### config.mk
export PLATFORM = sky130hd
export DESIGN_NAME = per_head_vector_normalizer
export DESIGN_NICKNAME = d
export VERILOG_FILES = /design/src/sv/pnv_pkg.sv /design/src/sv/pnv_ram.sv /design/src/sv/per_head_vector_normalizer.sv
export SDC_FILE = /design/constraint.sdc
export NUM_CORES = 2
export LEC_CHECK = 0
export ABC_AREA = 1
export BUFFER_PORTS_ARGS = -buffer_cell sky130_fd_sc_hd__buf_2
export CAP_MARGIN = 20
export CORE_MARGIN = 8
export CORE_UTILIZATION = 43
export CTS_CLUSTER_SIZE = 12
export DETAILED_ROUTE_END_ITERATION = 16
export HOLD_SLACK_MARGIN = 0.03
export PLACE_DENSITY_LB_ADDON = 0.3
export SLEW_MARGIN = 20
export SYNTH_ARGS = -nofsm -noshare
export SYNTH_HDL_FRONTEND = slang
export SYNTH_SLANG_ARGS = --single-unit
export TNS_END_PERCENT = 1
### constraint.sdc
create_clock -name clk -period 10 [get_ports clk]
set_clock_uncertainty 0.05 [all_clocks]
set_input_delay 1 -clock clk [delete_from_list [all_inputs] [get_ports clk]]
set_output_delay 1 -clock clk [all_outputs]
set_load 0.1 [all_outputs]
### src/sv/pnv_pkg.sv
// Package for the per-head vector normalizer.
// Holds sizes, field widths and the sequencer state type; depends on nothing.
package pnv_pkg;
	localparam int HEAD_MAX   = 64;
	localparam int IDX_W      = $clog2(HEAD_MAX);
	localparam int LEN_W      = 7;
	localparam int ELEM_W     = 16;
	localparam int SUM_W      = 37;
	localparam int QUO_W      = 64;
	localparam int ROOT_W     = 32;
	localparam int MANT_W     = 19;
	localparam int SH_W       = 4;
	localparam int SUB_W      = 39;
	localparam int PROD_W     = 36;

	typedef enum logic [2:0] {
		S_IDLE,
		S_CHECK,
		S_DIV,
		S_SQRT,
		S_NORM,
		S_RD,
		S_MUL,
		S_OUT
	} pnv_state_t;
endpackage

### src/sv/pnv_ram.sv
// Generic single-write, single-read RAM with registered read data.
// Stand-alone; used for the element buffer of the normalizer.
module pnv_ram #(
	parameter int W = 16,
	parameter int D = 64
) (
	input  logic                 clk,
	input  logic                 we,
	input  logic [$clog2(D)-1:0] waddr,
	input  logic [W-1:0]         wdata,
	input  logic                 re,
	input  logic [$clog2(D)-1:0] raddr,
	output logic [W-1:0]         rdata
);
	logic [W-1:0] mem_q [D];

	always_ff @(posedge clk) begin
		if (we) begin
			mem_q[waddr] <= wdata;
		end
		if (re) begin
			rdata <= mem_q[raddr];
		end
	end
endmodule

### src/sv/per_head_vector_normalizer.sv
// Top level of the per-head RMS normalizer: buffer, sequencer and shared subtractor.
// Depends on pnv_pkg and pnv_ram.
//
//  channel  | handshake            | payload
//  ---------+----------------------+------------------------------------
//  in       | in_valid / in_ready  | element_value (Q8.8)
//  cfg      | cfg_valid / cfg_ready| elems_per_head
//  out      | out_valid / out_ready| normalized_value (Q4.11), last_of_head
//
// Non-closing elements are taken while idle. A closing element of a head of n then runs
// a check, a divide and a root on the shared subtractor, a normalization, and for each
// emitted element a RAM read, a multiply and a round/saturate. A zero-sum head skips
// divide, root and normalize.
// Reset leaves the head length at 64, counters and sums at zero.
// A stalled output holds the emit sequence; input is refused until emit ends.
module per_head_vector_normalizer (
	input  logic                            clk,
	input  logic                            arst_n,
	input  logic                            in_valid,
	output logic                            in_ready,
	input  logic signed [pnv_pkg::ELEM_W-1:0] element_value,
	input  logic                            cfg_valid,
	output logic                            cfg_ready,
	input  logic [pnv_pkg::LEN_W-1:0]       elems_per_head,
	output logic                            out_valid,
	input  logic                            out_ready,
	output logic signed [pnv_pkg::ELEM_W-1:0] normalized_value,
	output logic                            last_of_head
);
	import pnv_pkg::*;

	pnv_state_t          state_q, state_d;
	logic [LEN_W-1:0]    len_q, len_eff;
	logic [IDX_W-1:0]    count_q, idx_q;
	logic [LEN_W-1:0]    n_q;
	logic [SUM_W-1:0]    sum_q;
	logic [QUO_W-1:0]    q_q;
	logic [SUM_W-1:0]    rem_q;
	logic [ROOT_W-1:0]   root_q;
	logic [5:0]          iter_q;
	logic [MANT_W-1:0]   mant_q;
	logic [SH_W-1:0]     sh_q;
	logic [PROD_W-1:0]   prod_q;
	logic                neg_q;
	logic                out_valid_q, last_q;
	logic [ELEM_W-1:0]   out_q;

	logic                in_acc, closes, out_load, is_last;
	logic [ELEM_W-1:0]   mag_in, rd_mag, rdata;
	logic [SUB_W-1:0]    sub_a, sub_b, diff;
	logic                borrow;
	logic [4:0]          k;
	logic [PROD_W-1:0]   rnd, rounded;
	logic [ELEM_W:0]     res;
	logic [ELEM_W-1:0]   val;

	assign cfg_ready = 1'b1;
	assign in_ready  = (state_q == S_IDLE);
	assign in_acc    = in_valid && in_ready;
	assign out_valid = out_valid_q;
	assign normalized_value = out_q;
	assign last_of_head = last_q;

	always_comb begin
		if (len_q == '0) begin
			len_eff = LEN_W'(1);
		end else if (len_q > LEN_W'(HEAD_MAX)) begin
			len_eff = LEN_W'(HEAD_MAX);
		end else begin
			len_eff = len_q;
		end
	end

	assign mag_in = element_value[ELEM_W-1] ? ELEM_W'(-element_value) : element_value;
	assign closes = ({1'b0, count_q} + LEN_W'(1)) >= len_eff;

	// shared compare-subtract unit for the divider and the root
	always_comb begin
		if (state_q == S_SQRT) begin
			sub_a = {2'b00, rem_q[34:0], q_q[QUO_W-1 -: 2]};
			sub_b = {5'b0, root_q, 2'b01};
		end else begin
			sub_a = {1'b0, rem_q, q_q[QUO_W-2]};
			sub_b = {2'b00, sum_q};
		end
		diff = sub_a - sub_b;
	end
	assign borrow = diff[SUB_W-1];

	pnv_ram #(.W(ELEM_W), .D(HEAD_MAX)) u_buf (
		.clk   (clk),
		.we    (in_acc),
		.waddr (count_q),
		.wdata (element_value),
		.re    (state_q == S_RD),
		.raddr (idx_q),
		.rdata (rdata)
	);

	assign rd_mag = rdata[ELEM_W-1] ? ELEM_W'(-rdata) : rdata;

	// round half away from zero on magnitude, then saturate
	always_comb begin
		k       = 5'd17 - 5'(sh_q);
		rnd     = PROD_W'(1) << (k - 5'd1);
		rounded = (prod_q + rnd) >> k;
		if (neg_q) begin
			res = (rounded > PROD_W'(32768)) ? 17'd32768 : rounded[ELEM_W:0];
			val = ELEM_W'(17'h10000 - res);
		end else begin
			res = (rounded > PROD_W'(32767)) ? 17'd32767 : rounded[ELEM_W:0];
			val = res[ELEM_W-1:0];
		end
	end

	assign out_load = (state_q == S_OUT) && (!out_valid_q || out_ready);
	assign is_last  = ({1'b0, idx_q} + LEN_W'(1)) == n_q;

	always_comb begin
		state_d = state_q;
		unique case (state_q)
			S_IDLE:  if (in_acc && closes) state_d = S_CHECK;
			S_CHECK: state_d = (sum_q == '0) ? S_RD : S_DIV;
			S_DIV:   if (iter_q == '0) state_d = S_SQRT;
			S_SQRT:  if (iter_q == '0) state_d = S_NORM;
			S_NORM:  if (root_q[ROOT_W-1:MANT_W] == '0) state_d = S_RD;
			S_RD:    state_d = S_MUL;
			S_MUL:   state_d = S_OUT;
			S_OUT:   if (out_load) state_d = is_last ? S_IDLE : S_RD;
			default: state_d = S_IDLE;
		endcase
	end

	always_ff @(posedge clk or negedge arst_n) begin
		if (!arst_n) begin
			state_q <= S_IDLE;
		end else begin
			state_q <= state_d;
		end
	end

	always_ff @(posedge clk or negedge arst_n) begin
		if (!arst_n) begin
			len_q       <= LEN_W'(HEAD_MAX);
			count_q     <= '0;
			sum_q       <= '0;
			out_valid_q <= 1'b0;
			idx_q       <= '0;
			n_q         <= '0;
			iter_q      <= '0;
			sh_q        <= '0;
			mant_q      <= '0;
			rem_q       <= '0;
			q_q         <= '0;
			root_q      <= '0;
			prod_q      <= '0;
			neg_q       <= 1'b0;
			out_q       <= '0;
			last_q      <= 1'b0;
		end else begin
			if (cfg_valid && cfg_ready) begin
				len_q <= elems_per_head;
			end
			if (out_valid_q && out_ready && !out_load) begin
				out_valid_q <= 1'b0;
			end
			case (state_q)
				S_IDLE: begin
					if (in_acc) begin
						sum_q <= sum_q + SUM_W'(32'(mag_in) * 32'(mag_in));
						if (closes) begin
							n_q     <= {1'b0, count_q} + LEN_W'(1);
							count_q <= '0;
						end else begin
							count_q <= count_q + IDX_W'(1);
						end
					end
				end
				S_CHECK: begin
					idx_q  <= '0;
					sh_q   <= '0;
					mant_q <= '0;
					iter_q <= 6'd62;
					rem_q  <= '0;
					q_q    <= {1'b0, n_q, 56'b0};
					if (sum_q == '0) begin
						sum_q <= '0;
					end
				end
				S_DIV: begin
					q_q    <= {1'b0, q_q[QUO_W-3:0], ~borrow};
					if (iter_q == '0) begin
						// start the root from a clean remainder
						rem_q  <= '0;
						iter_q <= 6'd31;
						root_q <= '0;
					end else begin
						rem_q  <= borrow ? sub_a[SUM_W-1:0] : diff[SUM_W-1:0];
						iter_q <= iter_q - 6'd1;
					end
				end
				S_SQRT: begin
					if (iter_q == 6'd31) begin
						rem_q <= borrow ? {2'b0, sub_a[34:0]} : {2'b0, diff[34:0]};
					end else begin
						rem_q <= borrow ? sub_a[SUM_W-1:0] : diff[SUM_W-1:0];
					end
					root_q <= {root_q[ROOT_W-2:0], ~borrow};
					q_q    <= {q_q[QUO_W-3:0], 2'b00};
					iter_q <= iter_q - 6'd1;
				end
				S_NORM: begin
					// drop low bits until the root fits the mantissa
					if (root_q[ROOT_W-1:MANT_W] != '0) begin
						root_q <= root_q >> 1;
						sh_q   <= sh_q + SH_W'(1);
					end else begin
						mant_q <= root_q[MANT_W-1:0];
						sum_q  <= '0;
					end
				end
				S_RD: begin
				end
				S_MUL: begin
					neg_q  <= rdata[ELEM_W-1];
					prod_q <= PROD_W'(rd_mag) * PROD_W'(mant_q);
				end
				S_OUT: begin
					if (out_load) begin
						out_valid_q <= 1'b1;
						out_q       <= val;
						last_q      <= is_last;
						idx_q       <= idx_q + IDX_W'(1);
					end
				end
				default: begin
				end
			endcase
		end
	end

	a_sh_range: assert property (@(posedge clk) disable iff (!arst_n)
		sh_q <= SH_W'(13))
		else $error("scale shift out of range");

	a_sqrt_rem: assert property (@(posedge clk) disable iff (!arst_n)
		(state_q == S_SQRT) |-> (rem_q[SUM_W-1:35] == '0))
		else $error("root remainder too wide");

	a_last_idle: assert property (@(posedge clk) disable iff (!arst_n)
		(out_load && is_last) |=> (state_q == S_IDLE && out_valid && last_of_head))
		else $error("head did not close after last result");

	a_no_in_busy: assert property (@(posedge clk) disable iff (!arst_n)
		(state_q != S_IDLE) |-> !in_ready)
		else $error("input taken while head in progress");
endmodule
==> summary.md <==
| Metric | Value |
|---|---|
| GPL Wtd Cong | 0.935 |
| First-pass GRT wire length | 348000 µm |
| CP max-delay cell | inv_1 |
| Vias in the first global route | 58400 |
| Peak supply drop | 0.410 mV |
| Mux share of post-synthesis cell area | 0.000576 |
| RSZ-0062 raised after global routing | no |
| Multi-input logic area | 34200 µm² |
| Fin crit share | 0.881 |
| Layout Nets | 8738 |
| Setup crit start | u_buf.rdata[0]$_DFFE_PP_ |
| FF/Latch Area | 38300 µm² |
| Setup Buffers After CTS | 0 |
| Synth Area in Compound Gates | 0.123 |
| Highest cell delay on the worst timing path | 0.55 ns |
| Port Buffers | 46 |
| Sequential element share of the synthesized area | 0.490 |
| RR Startpoint | u_buf.rdata[0]$_DFFE_PP_ |
| Last element of the critical path | prod_q[33]$_DFFE_PN0P_ |
| Initial antenna violation count | 6 |
| Fillers | 16700 |
| Gr ovfl total | 0 |
| Status | complete, no violations |
| Fin util | 0.475 |
| Hold crit path type | in2async |
| Starting Density | 0.433 |
| Via Count | 58500 |
| Synth area leaders | edfxtp_1, fa_1, dfrtp_1 |
| WP depth | 39 |
| CTS Buf Count | 143 |
| Number of synthesized flops with an enable pin | 1040 |
| WL per Instance | 21.6 µm |
| Rel. slew slack | 0.306 |
| Worst r2r dst | prod_q[33]$_DFFE_PN0P_ |
| CTS clk-pin slew, worst paths | 0.07 ns |
| Fin area | 85800 µm² |
| Worst path required time | 10.55 ns |
| Iteration-0 DRC Markers | 5964 |
| Row cnt | 156 |
| CP Max Fanout | 20 |
| #FFs+latches synth | 1322 |
| Final ANT Viol Nets | 0 |
| Die area | 196000 µm² |
| Height of the die | 442 µm |
| CP Launch Type | flip-flop |
| Final Hold Vio Count | 0 |
| Fin cells | 10400 |
| DP Area | 81300 µm² |
| Synth Cell Area | 78200 µm² |
| Clock tree root driver cell | clkbuf_16 |
| PwrDens | 303 nW/µm² |
| CTS max path bufs | 3 |
| Post-synthesis xor/xnor area fraction | 0.0128 |
| Fin crit period | 8.81 ns |
| Clk_lat worst skew | 0.80 ns |
| # DRC | 0 |
| Post-Synthesis Cells | 7985 |
| Ys flop type | edfxtp_1 |
| Share of layout cells above drive strength 1 | 0.0616 |
| Largest family of logic cells by synthesized area | adder cells |
| Top-area cell type share of the netlist area | 0.399 |
| Worst Max-Slew Pin Slew | 1.04 ns |
| CP dominant cell by count | inv_1 |
| Area growth syn-to-layout | 9.72% |
| Pre-antenna DRT Iters | 6 |
| Leading area contributor after synthesis | edfxtp_1 |
| WP buf/inv | 15 |
| Ports | 48 |
| PostCTS Resize Cnt | 0 |
| Cell variety after synth | 66 |
| Reg2reg setup slack | 1.19 ns |
| DR vias/cell | 5.60 |
| Tot GR Track Use | 0.225 |
| Chip width | 442 µm |
| CP top delay family | adder cells |
| Syn avg cell area | 9.79 µm² |
| Yosys warnings | 0 |
| Kind of end point of the critical path | flip-flop |
| Clk sinks | 1322 |
| Worst Path Arrival | 9.36 ns |
| Placed cells | 10200 |
| H-tree depth | 4 |
| Fraction of registers with async set/reset | 0.213 |
| Leakage Power | 34.9 nW |
| Largest net degree at the start of global routing | 136 |
| Share of synthesized cell area in full adder, half adder and majority cells | 0.159 |
| Final wirelength | 226000 µm |
| Tot Pwr | 26.0 mW |
| Setup_tns | 0 ns |
| Detailed placement HPWL | 150000 µm |
| Post-synthesis simple-gate area fraction | 0.141 |
| Setup-failing EPs final | 0 |
| CTS tree | done |
| Maxcap violations | 0 |
| Post-cts hold buffer count | 0 |
| Number of cells on the worst reg-to-reg path | 39 |
| Final Max Slew Viols | 0 |
| Max frequency | 114 MHz |
| Crit path kind | reg2reg |
| Core box area | 181000 µm² |
[cell type report]
| type | count | share of cell area |
|---|---|---|
| clock inverters | 57 | 0.00809 |
| well taps | 2370 | 0.0346 |
| diodes | 5 | 0.000146 |
| flip-flops and latches | 1322 | 0.446 |
| clock buffers | 179 | 0.0436 |
| repair buffers | 212 | 0.0176 |
| inverters | 1150 | 0.0505 |
| multi-input cells | 5148 | 0.399 |
[synth_stat cells, types with 64 or more instances]
master    number
nand2_1     1553
inv_1       1122
edfxtp_1    1040
a21oi_1      704
nor2_1       509
nand3_1      455
fa_1         433
o21ai_0      415
clkbuf_1     323
o221ai_1     313
ha_1         300
dfrtp_1      281
o22ai_1       64
xor2_1        64
[metrics by stage]
step	setup WS, ns	hold WS, ns
finish	1.19	0.162
global route	0.541	0.189
CTS	1.21	0.158
detailed placement	0.640	0.415
global placement	0.605	0.418
floorplan	1.35	0.398
[how the worst min path moves through the flow]
stage	slack (ns)	to	cells after the start	start
floorplan	0.40	prod_q[2]$_DFFE_PN0P_	2	prod_q[2]$_DFFE_PN0P_
global placement	0.42	rem_q[35]$_DFFE_PN0P_	2	rem_q[35]$_DFFE_PN0P_
detailed placement	0.42	rem_q[36]$_DFFE_PN0P_	2	rem_q[36]$_DFFE_PN0P_
CTS	0.16	normalized_value[7]$_DFFE_PN0P_	1	arst_n
global route	0.19	normalized_value[7]$_DFFE_PN0P_	1	arst_n
finish	0.16	normalized_value[7]$_DFFE_PN0P_	1	arst_n
[report_power, final]
part | leakage [nW] | internal (mW) | switching (mW)
logic | 19.7 | 4.71 | 9.52
registers | 13.1 | 6.33 | 0.292
clock network | 2.13 | 2.84 | 2.27
total | 34.9 | 13.9 | 12.1
[worst register-to-register path, delay by kind of cell (launching register included)]
family	cells	cell delay [ns]
buf+inv	15	1.67
flops	1	0.35
xor+xnor	2	0.34
simple gates	5	0.83
compound gates	9	1.94
fa+ha+maj	8	3.42
[routing by layer]
metal,routed length (µm),track usage,vias up
met2,104000,0.367,2289
met3,16400,0.0340,434
li1,-,-,27000
met5,34,0,-
met1,96600,0.308,28700
met4,8340,0.0783,6
[cell families (layout without fill, tap and decap cells)]
kind of cell,count (synthesis),in the layout
AOI/OAI and AO/OA,1613,1613
xor gates and xnor gates,114,114
adders and majority gates,733,733
buffers and inverters,1526,1598
DFF,1322,1322
muxes,4,4
other,2,18
and+or+nand+nor,2671,2671
[placed cells by master, fill, tap and decap left out, types with 19 or more instances in the layout]
cell,count
a21oi_1,703
buf_2,45
buf_4,164
clkbuf_1,33
clkbuf_16,143
clkinv_1,35
dfrtp_1,277
edfxtp_1,1040
fa_1,433
ha_1,300
inv_1,1118
nand2_1,1551
nand3_1,455
nand4_1,39
nor2_1,502
nor3_1,25
o211ai_1,19
o21ai_0,415
o21ai_1,24
o221ai_1,313
o22ai_1,64
xnor2_1,49
xor2_1,64
[sequential cells by signal, summed over array words and instances, names as in the netlist, 6 cells and up]
| signal | cells |
|---|---|
| count_q | 6 |
| idx_q | 6 |
| iter_q | 6 |
| len_q | 7 |
| mant_q | 19 |
| n_q | 7 |
| normalized_value | 16 |
| prod_q | 35 |
| q_q | 64 |
| rem_q | 37 |
| root_q | 32 |
| sum_q | 37 |
| u_buf.mem_q | 1024 |
| u_buf.rdata | 16 |
No activity file was read; power rests on OpenSTA's default activity.
